`src/rtl/core/asnp_pkg.sv`:
```
// package for the angular sector nearest point block
// holds beat types, request codes, fsm states and the cordic angle table
package asnp_pkg;

    localparam int NUM_SECTORS  = 360;
    localparam int SECTOR_BITS  = 9;
    localparam int COORD_BITS   = 16;
    localparam int CORDIC_STEPS = 30;
    localparam int STEP_BITS    = 5;
    localparam int CORDIC_BITS  = 36;
    localparam int CFG_IDX_BITS = 2;

    typedef enum logic [1:0] {
        REQ_ADD   = 2'd0,
        REQ_READ  = 2'd1,
        REQ_CLEAR = 2'd2,
        REQ_NONE  = 2'd3
    } req_t;

    typedef enum logic [1:0] {
        CFG_MIN_RANGE  = 2'd0,
        CFG_MAX_RANGE  = 2'd1,
        CFG_MIN_HEIGHT = 2'd2,
        CFG_MAX_HEIGHT = 2'd3
    } cfg_idx_t;

    typedef enum logic [3:0] {
        ST_INIT,
        ST_IDLE,
        ST_SQUARE,
        ST_ROTATE,
        ST_SCALE,
        ST_LOOKUP,
        ST_UPDATE,
        ST_READ,
        ST_READ_WAIT,
        ST_CLEAR,
        ST_DONE
    } state_t;

    typedef struct packed {
        logic [1:0]         req_type;
        logic signed [15:0] point_x_mm;
        logic signed [15:0] point_y_mm;
        logic signed [15:0] point_z_mm;
        logic [8:0]         read_sector;
    } in_beat_t;

    typedef struct packed {
        logic               point_accepted;
        logic [8:0]         point_sector;
        logic               sector_valid;
        logic signed [15:0] near_x_mm;
        logic signed [15:0] near_y_mm;
        logic signed [15:0] near_z_mm;
        logic [31:0]        near_range_sq;
    } out_beat_t;

    typedef struct packed {
        logic capture;
        logic square;
        logic cordic_init;
        logic cordic_step;
        logic scale;
        logic mem_read_add;
        logic mem_read_rd;
        logic update;
        logic clear_start;
        logic clear_step;
        logic form_add;
        logic form_read;
        logic form_zero;
    } cmd_t;

    typedef struct packed {
        logic [1:0] req_type;
        logic       cordic_last;
        logic       clear_last;
    } stat_t;

    function automatic logic [31:0] ang_tab(input logic [STEP_BITS-1:0] i);
        logic [31:0] r;
        unique case (i)
            5'd0:  r = 32'd536870912;
            5'd1:  r = 32'd316933406;
            5'd2:  r = 32'd167458907;
            5'd3:  r = 32'd85004756;
            5'd4:  r = 32'd42667330;
            5'd5:  r = 32'd21354465;
            5'd6:  r = 32'd10679838;
            5'd7:  r = 32'd5340245;
            5'd8:  r = 32'd2670163;
            5'd9:  r = 32'd1335087;
            5'd10: r = 32'd667544;
            5'd11: r = 32'd333772;
            5'd12: r = 32'd166886;
            5'd13: r = 32'd83443;
            5'd14: r = 32'd41722;
            5'd15: r = 32'd20861;
            5'd16: r = 32'd10430;
            5'd17: r = 32'd5215;
            5'd18: r = 32'd2608;
            5'd19: r = 32'd1304;
            5'd20: r = 32'd652;
            5'd21: r = 32'd326;
            5'd22: r = 32'd163;
            5'd23: r = 32'd81;
            5'd24: r = 32'd41;
            5'd25: r = 32'd20;
            5'd26: r = 32'd10;
            5'd27: r = 32'd5;
            5'd28: r = 32'd3;
            5'd29: r = 32'd1;
            default: r = 32'd0;
        endcase
        return r;
    endfunction

endpackage

```
`src/rtl/core/asnp_ctrl.sv`:
```
// controller state machine for the sector scan block
// depends on asnp_pkg for states, request codes and command structs
module asnp_ctrl import asnp_pkg::*; (
    input  logic  clk,
    input  logic  rst_n,
    input  logic  in_valid,
    output logic  in_ready,
    output logic  out_valid,
    input  logic  out_ready,
    input  stat_t stat,
    output cmd_t  cmd
);

    state_t state_reg, state_next;
    logic   out_valid_reg, out_valid_next;
    logic   out_free;

    // result register can take a new beat
    assign out_free = !out_valid_reg || out_ready;

    // next state
    always_comb
    begin
        state_next = state_reg;
        unique case (state_reg)
            ST_INIT:      if (stat.clear_last) state_next = ST_IDLE;
            ST_IDLE:
            begin
                if (in_valid)
                    state_next = ST_SQUARE;
            end
            ST_SQUARE:
            begin
                unique case (stat.req_type)
                    REQ_ADD:   state_next = ST_ROTATE;
                    REQ_READ:  state_next = ST_READ;
                    REQ_CLEAR: state_next = ST_CLEAR;
                    default:   state_next = ST_DONE;
                endcase
            end
            ST_ROTATE:    if (stat.cordic_last) state_next = ST_SCALE;
            ST_SCALE:     state_next = ST_LOOKUP;
            ST_LOOKUP:    state_next = ST_UPDATE;
            ST_UPDATE:    state_next = ST_DONE;
            ST_READ:      state_next = ST_READ_WAIT;
            ST_READ_WAIT: state_next = ST_DONE;
            ST_CLEAR:     if (stat.clear_last) state_next = ST_DONE;
            ST_DONE:      if (out_free) state_next = ST_IDLE;
            default:      state_next = ST_IDLE;
        endcase
    end

    // commands
    always_comb
    begin
        cmd = '0;
        in_ready = (state_reg == ST_IDLE);
        unique case (state_reg)
            ST_INIT:      cmd.clear_step = 1'b1;
            ST_IDLE:      cmd.capture = in_valid;
            ST_SQUARE:
            begin
                cmd.square      = 1'b1;
                cmd.cordic_init = 1'b1;
                cmd.clear_start = 1'b1;
            end
            ST_ROTATE:    cmd.cordic_step = 1'b1;
            ST_SCALE:     cmd.scale = 1'b1;
            ST_LOOKUP:    cmd.mem_read_add = 1'b1;
            ST_UPDATE:    cmd.update = 1'b1;
            ST_READ:      cmd.mem_read_rd = 1'b1;
            ST_READ_WAIT: ;
            ST_CLEAR:     cmd.clear_step = 1'b1;
            ST_DONE:
            begin
                if (out_free)
                begin
                    unique case (stat.req_type)
                        REQ_ADD:  cmd.form_add = 1'b1;
                        REQ_READ: cmd.form_read = 1'b1;
                        default:  cmd.form_zero = 1'b1;
                    endcase
                end
            end
            default: ;
        endcase
    end

    // result valid flag
    always_comb
    begin
        out_valid_next = out_valid_reg;
        if (out_valid_reg && out_ready)
            out_valid_next = 1'b0;
        if (state_reg == ST_DONE && out_free)
            out_valid_next = 1'b1;
    end

    always_ff @(posedge clk or negedge rst_n)
    begin
        if (!rst_n)
        begin
            state_reg     <= ST_INIT;
            out_valid_reg <= 1'b0;
        end
        else
        begin
            state_reg     <= state_next;
            out_valid_reg <= out_valid_next;
        end
    end

    assign out_valid = out_valid_reg;

endmodule

```
`config.mk`:
```
export PLATFORM = sky130hd
export DESIGN_NAME = asnp_ctrl
export DESIGN_NICKNAME = d
export VERILOG_FILES = /design/src/rtl/core/asnp_pkg.sv /design/src/rtl/core/asnp_ctrl.sv
export SDC_FILE = /design/constraint.sdc
export NUM_CORES = 1
export LEC_CHECK = 0
export BUFFER_PORTS_ARGS = -buffer_cell sky130_fd_sc_hd__buf_4
export CELL_PAD_IN_SITES_DETAIL_PLACEMENT = 0
export CELL_PAD_IN_SITES_GLOBAL_PLACEMENT = 1
export CORE_MARGIN = 8
export CORE_UTILIZATION = 35
export CTS_BUF_LIST = sky130_fd_sc_hd__clkbuf_8
export DETAILED_ROUTE_END_ITERATION = 10
export GPL_ROUTABILITY_DRIVEN = 0
export PLACE_DENSITY = 0.8
export SYNTH_ARGS = -nofsm -noshare
export SYNTH_HDL_FRONTEND = slang
export SYNTH_SLANG_ARGS = --single-unit
export TNS_END_PERCENT = 100
```
`constraint.sdc`:
```
create_clock -name clk -period 3.3 [get_ports clk]
set_input_delay 0.66 -clock clk [delete_from_list [all_inputs] [get_ports clk]]
set_output_delay 0.66 -clock clk [all_outputs]
set_load 0.02 [all_outputs]
```
==> flow_metrics.env, run 1 <==
export IMPL_reg2reg_to="state_reg[3]$_DFFE_PN0P_"
export IMPL_rows=13
export IMPL_fmax_ghz=0.429
export IMPL_syn_inst=60
export IMPL_critical_path_buf_inv_count=1
export IMPL_grt_pass1_vias=443
export IMPL_yosysUniqueCellTypes=30
export IMPL_wl_um=1290
export IMPL_cts_setup_buffers=0
export IMPL_cts_root_buf="clkbuf_8"
export IMPL_rsz0062_at_grt="false"
export IMPL_clk_path_buf_depth=2
export IMPL_drive_above_1_share_pct=40.0
export IMPL_cp_cell_sequence="nand4bb_1, nand2b_1, nor3b_1, buf_4"
export IMPL_n_fill_cell=126
export IMPL_pwr_density_cell_mw_per_mm2=926
export IMPL_synth_area_leaders="dfrtp_1 (25%), nor2_1 (6.6%), nand2b_1 (6.1%)"
export IMPL_die_area_mm2=0.00293
export IMPL_antenna_left=0
export IMPL_setup_violations=0
export IMPL_tritoncts="built"
export IMPL_core_area_mm2=0.00133
export IMPL_grt_max_degree=13
export IMPL_start_util_pct=38.2
export IMPL_wire_per_inst_um=13.5
export IMPL_clock_latency_ns=0.22
export IMPL_clkTransAtPathRegs_ns=0.03
export IMPL_crit_arrival_ns=1.67
export IMPL_die_w_um=54.1
export IMPL_slew_violations=0
export IMPL_synth_top_area_share_pct=24.6
export IMPL_drt_pass1_iterations=4
export IMPL_regToRegSetupSlack_ns=1.64
export IMPL_tns_ns=0
export IMPL_port_buffers=22
export IMPL_syn_area_um2=509
export IMPL_final_nets=89
export IMPL_critPathRequiredTime_ns=2.64
export IMPL_yosysWarnings=0
export IMPL_num_io_pins=23
export IMPL_critPathCaptureType="primary output"
export IMPL_ys_flop_type="dfrtp_1"
export IMPL_via_per_inst=5.09
export IMPL_critPathTopFamily="simple AND/OR/NAND/NOR gates"
export IMPL_overflow=0
export IMPL_drt_iter0_markers=9
export IMPL_cts_sinks=5
export IMPL_die_h_um=54.1
export IMPL_slew_headroom_pct=73.4
export IMPL_cts_hold_buf=0
export IMPL_seq_area_frac_synth_pct=24.6
export IMPL_max_cap_violations=0
export IMPL_hold_class="in2async"
export IMPL_status="finished, final reports clean"
export IMPL_skew_ns=0.00103
export IMPL_slowest_delay_ns=0.57
export IMPL_cts_resized=0
export IMPL_track_usage_pct=8.68
export IMPL_final_period_utilization_pct=70.6
export IMPL_syn_num_nets=68
export IMPL_synth_area_per_cell_um2=8.49
export IMPL_total_power_w=0.000638
export IMPL_critPathKind="reg2out"
export IMPL_numCtsBuffers=3
export IMPL_hold_violations=0
export IMPL_antenna_found_initial=0
export IMPL_synth_edff_count=0
export IMPL_synth_largest_area_cell="dfrtp_1"
export IMPL_async_flop_share_pct=100
export IMPL_worst_r2r_cell_count=4
export IMPL_antenna_diode_count=0
export IMPL_drc=0
export IMPL_htreeDepth=1
export IMPL_cp_slowest_cell="dfrtp_1"
export IMPL_post_dp_hpwl_um=1010
export IMPL_vias=484
export IMPL_path_max_fanout=12
export IMPL_grt_pass1_wl_um=1950
export IMPL_area_growth_pct=35.1
export IMPL_r2r_start="state_reg[3]$_DFFE_PN0P_"
export IMPL_largest_reg_flops=4
export IMPL_period_minus_slack_ns=2.33
export IMPL_worst_pin_slew_ns=0.400
export IMPL_power_leakage_nw=0.338
export IMPL_cp_start_kind="flop"
export IMPL_ir_drop_v=0.000652
export IMPL_ys_seq_elements=5
cell usage in the layout (no fill, tap or decap), types with 2 or more instances in the layout:
cell      synthesis  routed
buf_4             3      22
nor2_1            9       9
nand2b_1          5       5
dfrtp_1           5       5
a21oi_1           4       4
nor3_1            3       3
inv_1             2       3
nand2_1           3       3
clkbuf_8          0       3
or2b_1            2       2
or3b_1            2       2
mux2i_1           2       2
metrics by stage:
step	hold WS (ns)	setup slack [ns]	cell area, um^2	util, %	std cells
floorplan	0.364	1.16	509	-	60
global placement	0.463	1.22	643	48.2	91
detailed placement	0.464	1.21	643	48.2	91
CTS	0.232	0.968	688	51.6	95
global route	0.229	0.804	688	51.6	95
finish	0.235	0.971	688	51.6	95
kinds of logic (layout without fill, tap and decap cells):
kind of cell | Yosys count | after routing | synth area share, %
mux | 3 | 3 | 6.88
xor+xnor | 1 | 1 | 1.72
simple gates | 31 | 31 | 35.1
compound gates | 11 | 11 | 19.7
flops | 5 | 5 | 24.6
buf+inv | 9 | 29 | 12.0
cell type report:
type | count | area [um^2] | area share, %
Timing Repair Buffer | 22 | 165 | 24.0
Clock buffer | 3 | 41.3 | 6.00
Multi-Input combinational cell | 46 | 323 | 46.9
Sequential cell | 5 | 125 | 18.2
Inverter | 3 | 11.3 | 1.64
Clock inverter | 1 | 3.75 | 0.545
Tap cell | 15 | 18.8 | 2.73
synthesized netlist by cell type, types with 2 or more instances:
master	count
buf_4	3
nand2_1	3
buf_6	2
nand2b_1	5
inv_1	2
or3b_1	2
dfrtp_1	5
nor2_1	9
mux2i_1	2
nor3_1	3
a21oi_1	4
or2b_1	2
worst max-delay path by stage:
| stage | from | endpoint | depth (start not counted) |
|---|---|---|---|
| finish | state_reg[3]$_DFFE_PN0P_ | cmd[1] | 4 |
| detailed placement | out_ready | cmd[1] | 5 |
| global route | state_reg[3]$_DFFE_PN0P_ | cmd[1] | 4 |
| global placement | out_ready | cmd[1] | 5 |
| CTS | state_reg[3]$_DFFE_PN0P_ | cmd[1] | 4 |
| floorplan | state_reg[0]$_DFFE_PN0P_ | cmd[1] | 4 |
per-layer routing:
layer	vias up	GRT usage, %	part of all wire [%]
met2	18	13.5	49
met3	0	3.31	12
met5	-	0	0
li1	246	-	-
met4	0	3.69	0
met1	220	10.4	39
power by group:
group | internal (W) | total (W) | switching (W)
clock | 0.0000796 | 0.000108 | 0.0000282
sequential | 0.0000857 | 0.000147 | 0.0000615
combinational | 0.000183 | 0.000383 | 0.000199
Note: power is estimated with default switching activity, not from simulation.
==> inputs of run 2 (changes only) <==
CORE_UTILIZATION = 30   (was 35)
PLACE_DENSITY = 0.73   (was 0.8)
clock period = 2.08 ns   (was 3.3 ns; I/O delays follow)
==> run 2 against run 1 <==
Clock skew increased by 0.0015 ns; sequential share of layout area decreased by 0.70 points; die area increased by 12%; largest power group unchanged; critical path depth unchanged; non-clock buffer count increased by 3; clock power increased by 58%; combinational power increased by 65%; worst hold slack improved by 0.30 ns; cell area increased by 4.0%; register-to-register slack got worse by 1.2 ns; count of clock-buffer cells in the layout unchanged.
==> flow_metrics.env, run 2 (same netlist as run 1, synthesis figures left out) <==
export IMPL_setup_slack_ns=0.149
export IMPL_p_sw_share_pct=45.1
export IMPL_wl_um=1310
export IMPL_die_w_um=57.2
export IMPL_tritoncts="built"
export IMPL_cts_sinks=5
export IMPL_slew_headroom_pct=74.3
export IMPL_post_dp_hpwl_um=1080
export IMPL_tns_ns=0
export IMPL_cts_setup_buffers=0
export IMPL_antenna_found_initial=0
export IMPL_slowest_delay_ns=0.56
export IMPL_fmax_ghz=0.518
export IMPL_via_per_inst=5.05
export IMPL_largest_reg_flops=4
export IMPL_crit_arrival_ns=1.51
export IMPL_dp_slack_ns=0.359
export IMPL_antenna_left=0
export IMPL_comb_power_share_pct=61.7
export IMPL_r2r_start="state_reg[3]$_DFFE_PN0P_"
export IMPL_grt_pass1_vias=494
export IMPL_clock_latency_ns=0.22
export IMPL_vias=505
export IMPL_hold_class="in2async"
export IMPL_cp_cell_sequence="nand4bb_1, nand2b_1, nor3b_1, buf_4"
export IMPL_area_growth_pct=40.5
export IMPL_die_area_mm2=0.00327
export IMPL_n_fill_cell=181
export IMPL_skew_ns=0.00248
export IMPL_antenna_diode_count=0
export IMPL_final_period_utilization_pct=92.8
export IMPL_rsz0062_at_grt="false"
export IMPL_slew_violations=0
export IMPL_grt_pass1_wl_um=2150
export IMPL_worst_pin_slew_ns=0.386
export IMPL_clkPwrFrac_pct=16.6
export IMPL_cts_root_buf="clkbuf_8"
export IMPL_cp_startpoint="state_reg[3]$_DFFE_PN0P_"
export IMPL_drive_above_1_share_pct=41.0
export IMPL_grt_max_degree=13
export IMPL_seq_power_share_pct=21.7
export IMPL_final_common_cell="buf_4"
export IMPL_path_max_fanout=12
export IMPL_critPathKind="reg2out"
export IMPL_wire_per_inst_um=13.1
export IMPL_numCtsBuffers=3
export IMPL_power_leakage_nw=0.351
export IMPL_final_cell_mix="buf_4 (24), nor2_1 (9), nand2b_1 (5), dfrtp_1 (5), a21oi_1 (4)"
export IMPL_critPathCaptureType="primary output"
export IMPL_port_buffers=22
export IMPL_final_nets=92
export IMPL_hold_violations=0
export IMPL_clkTransAtPathRegs_ns=0.03
export IMPL_rows=15
export IMPL_start_util_pct=30.8
export IMPL_ir_drop_v=0.000941
export IMPL_power_internal_w=0.000563
export IMPL_period_minus_slack_ns=1.93
export IMPL_final_instance_count_excl_fill=100
export IMPL_total_power_w=0.00103
export IMPL_cp_start_kind="flop"
export IMPL_die_h_um=57.2
export IMPL_drt_iter0_markers=8
export IMPL_clk_path_buf_depth=2
export IMPL_overflow=0
export IMPL_pwr_density_cell_mw_per_mm2=1430
export IMPL_power_switching_w=0.000463
export IMPL_core_area_mm2=0.00165
export IMPL_htreeDepth=1
export IMPL_worst_r2r_cell_count=4
export IMPL_drt_pass1_iterations=4
export IMPL_track_usage_pct=8.24
export IMPL_drc=0
export IMPL_max_cap_violations=0
export IMPL_fin_hold_ws_ns=0.533
export IMPL_critPathRequiredTime_ns=1.66
export IMPL_status="finished, final reports clean"
export IMPL_placed_cells=95
export IMPL_cp_slowest_cell="dfrtp_1"
export IMPL_setup_violations=0
export IMPL_num_io_pins=23
-- run 2: power by group through the flow --
stage	registers, W	clock network (W)	logic [W]
3_5_place_dp	0.000222	0	0.000642
6_report	0.000223	0.000171	0.000633
3_3_place_gp	0.000218	0	0.000639
4_1_cts	0.000221	0.000175	0.000645
5_1_grt	0.000235	0.000184	0.000694
2_1_floorplan	0.000162	0	0.000552
-- run 2: layer usage --
metal | part of all wire (%) | GRT usage, %
met5 | 0 | 0
met4 | 0.69 | 4.03
met3 | 7.1 | 3.77
met2 | 51 | 14.0
met1 | 41 | 8.32
-- run 2: final timing paths --
path / endpoint / slack (ns)
worst max register to register: state_reg[3]$_DFFE_PN0P_ / 0.41
min in group clk: out_valid$_DFFE_PN0P_ / 0.58
worst min-delay path: out_valid$_DFFE_PN0P_ / 0.53
worst min register to register: out_valid$_DFFE_PN0P_ / 0.59
max in group asynchronous: state_reg[0]$_DFFE_PN0P_ / 1.44
worst max-delay path: cmd[1] / 0.15
-- run 2: layout make-up --
class	count	area (um^2)	area share, %
Clock buffer	3	41.3	5.77
Tap cell	17	21.3	2.97
Timing Repair Buffer	25	190	26.6
Sequential cell	5	125	17.5
Multi-Input combinational cell	46	323	45.1
Clock inverter	1	3.75	0.524
Inverter	3	11.3	1.57
-- run 2: timing repair --
action / CTS / global route
hold endpoints to repair: 5 / 0
setup endpoints to repair: 0 / 0
resized for setup: 0 / 0
hold buffers: 1 / 0
-- run 2: stage by stage --
stage	util [%]	cell area, um^2
5_1_grt	43.3	716
2_1_floorplan	-	509
4_1_cts	43.3	716
6_report	43.3	716
3_3_place_gp	40.0	661
3_5_place_dp	40.0	661
-- run 2: critical path: cells and delay by family (launching register included) --
kind	cells	cell delay, ns
DFF	1	0.56
buffers and inverters	1	0.17
and+or+nand+nor	3	0.56
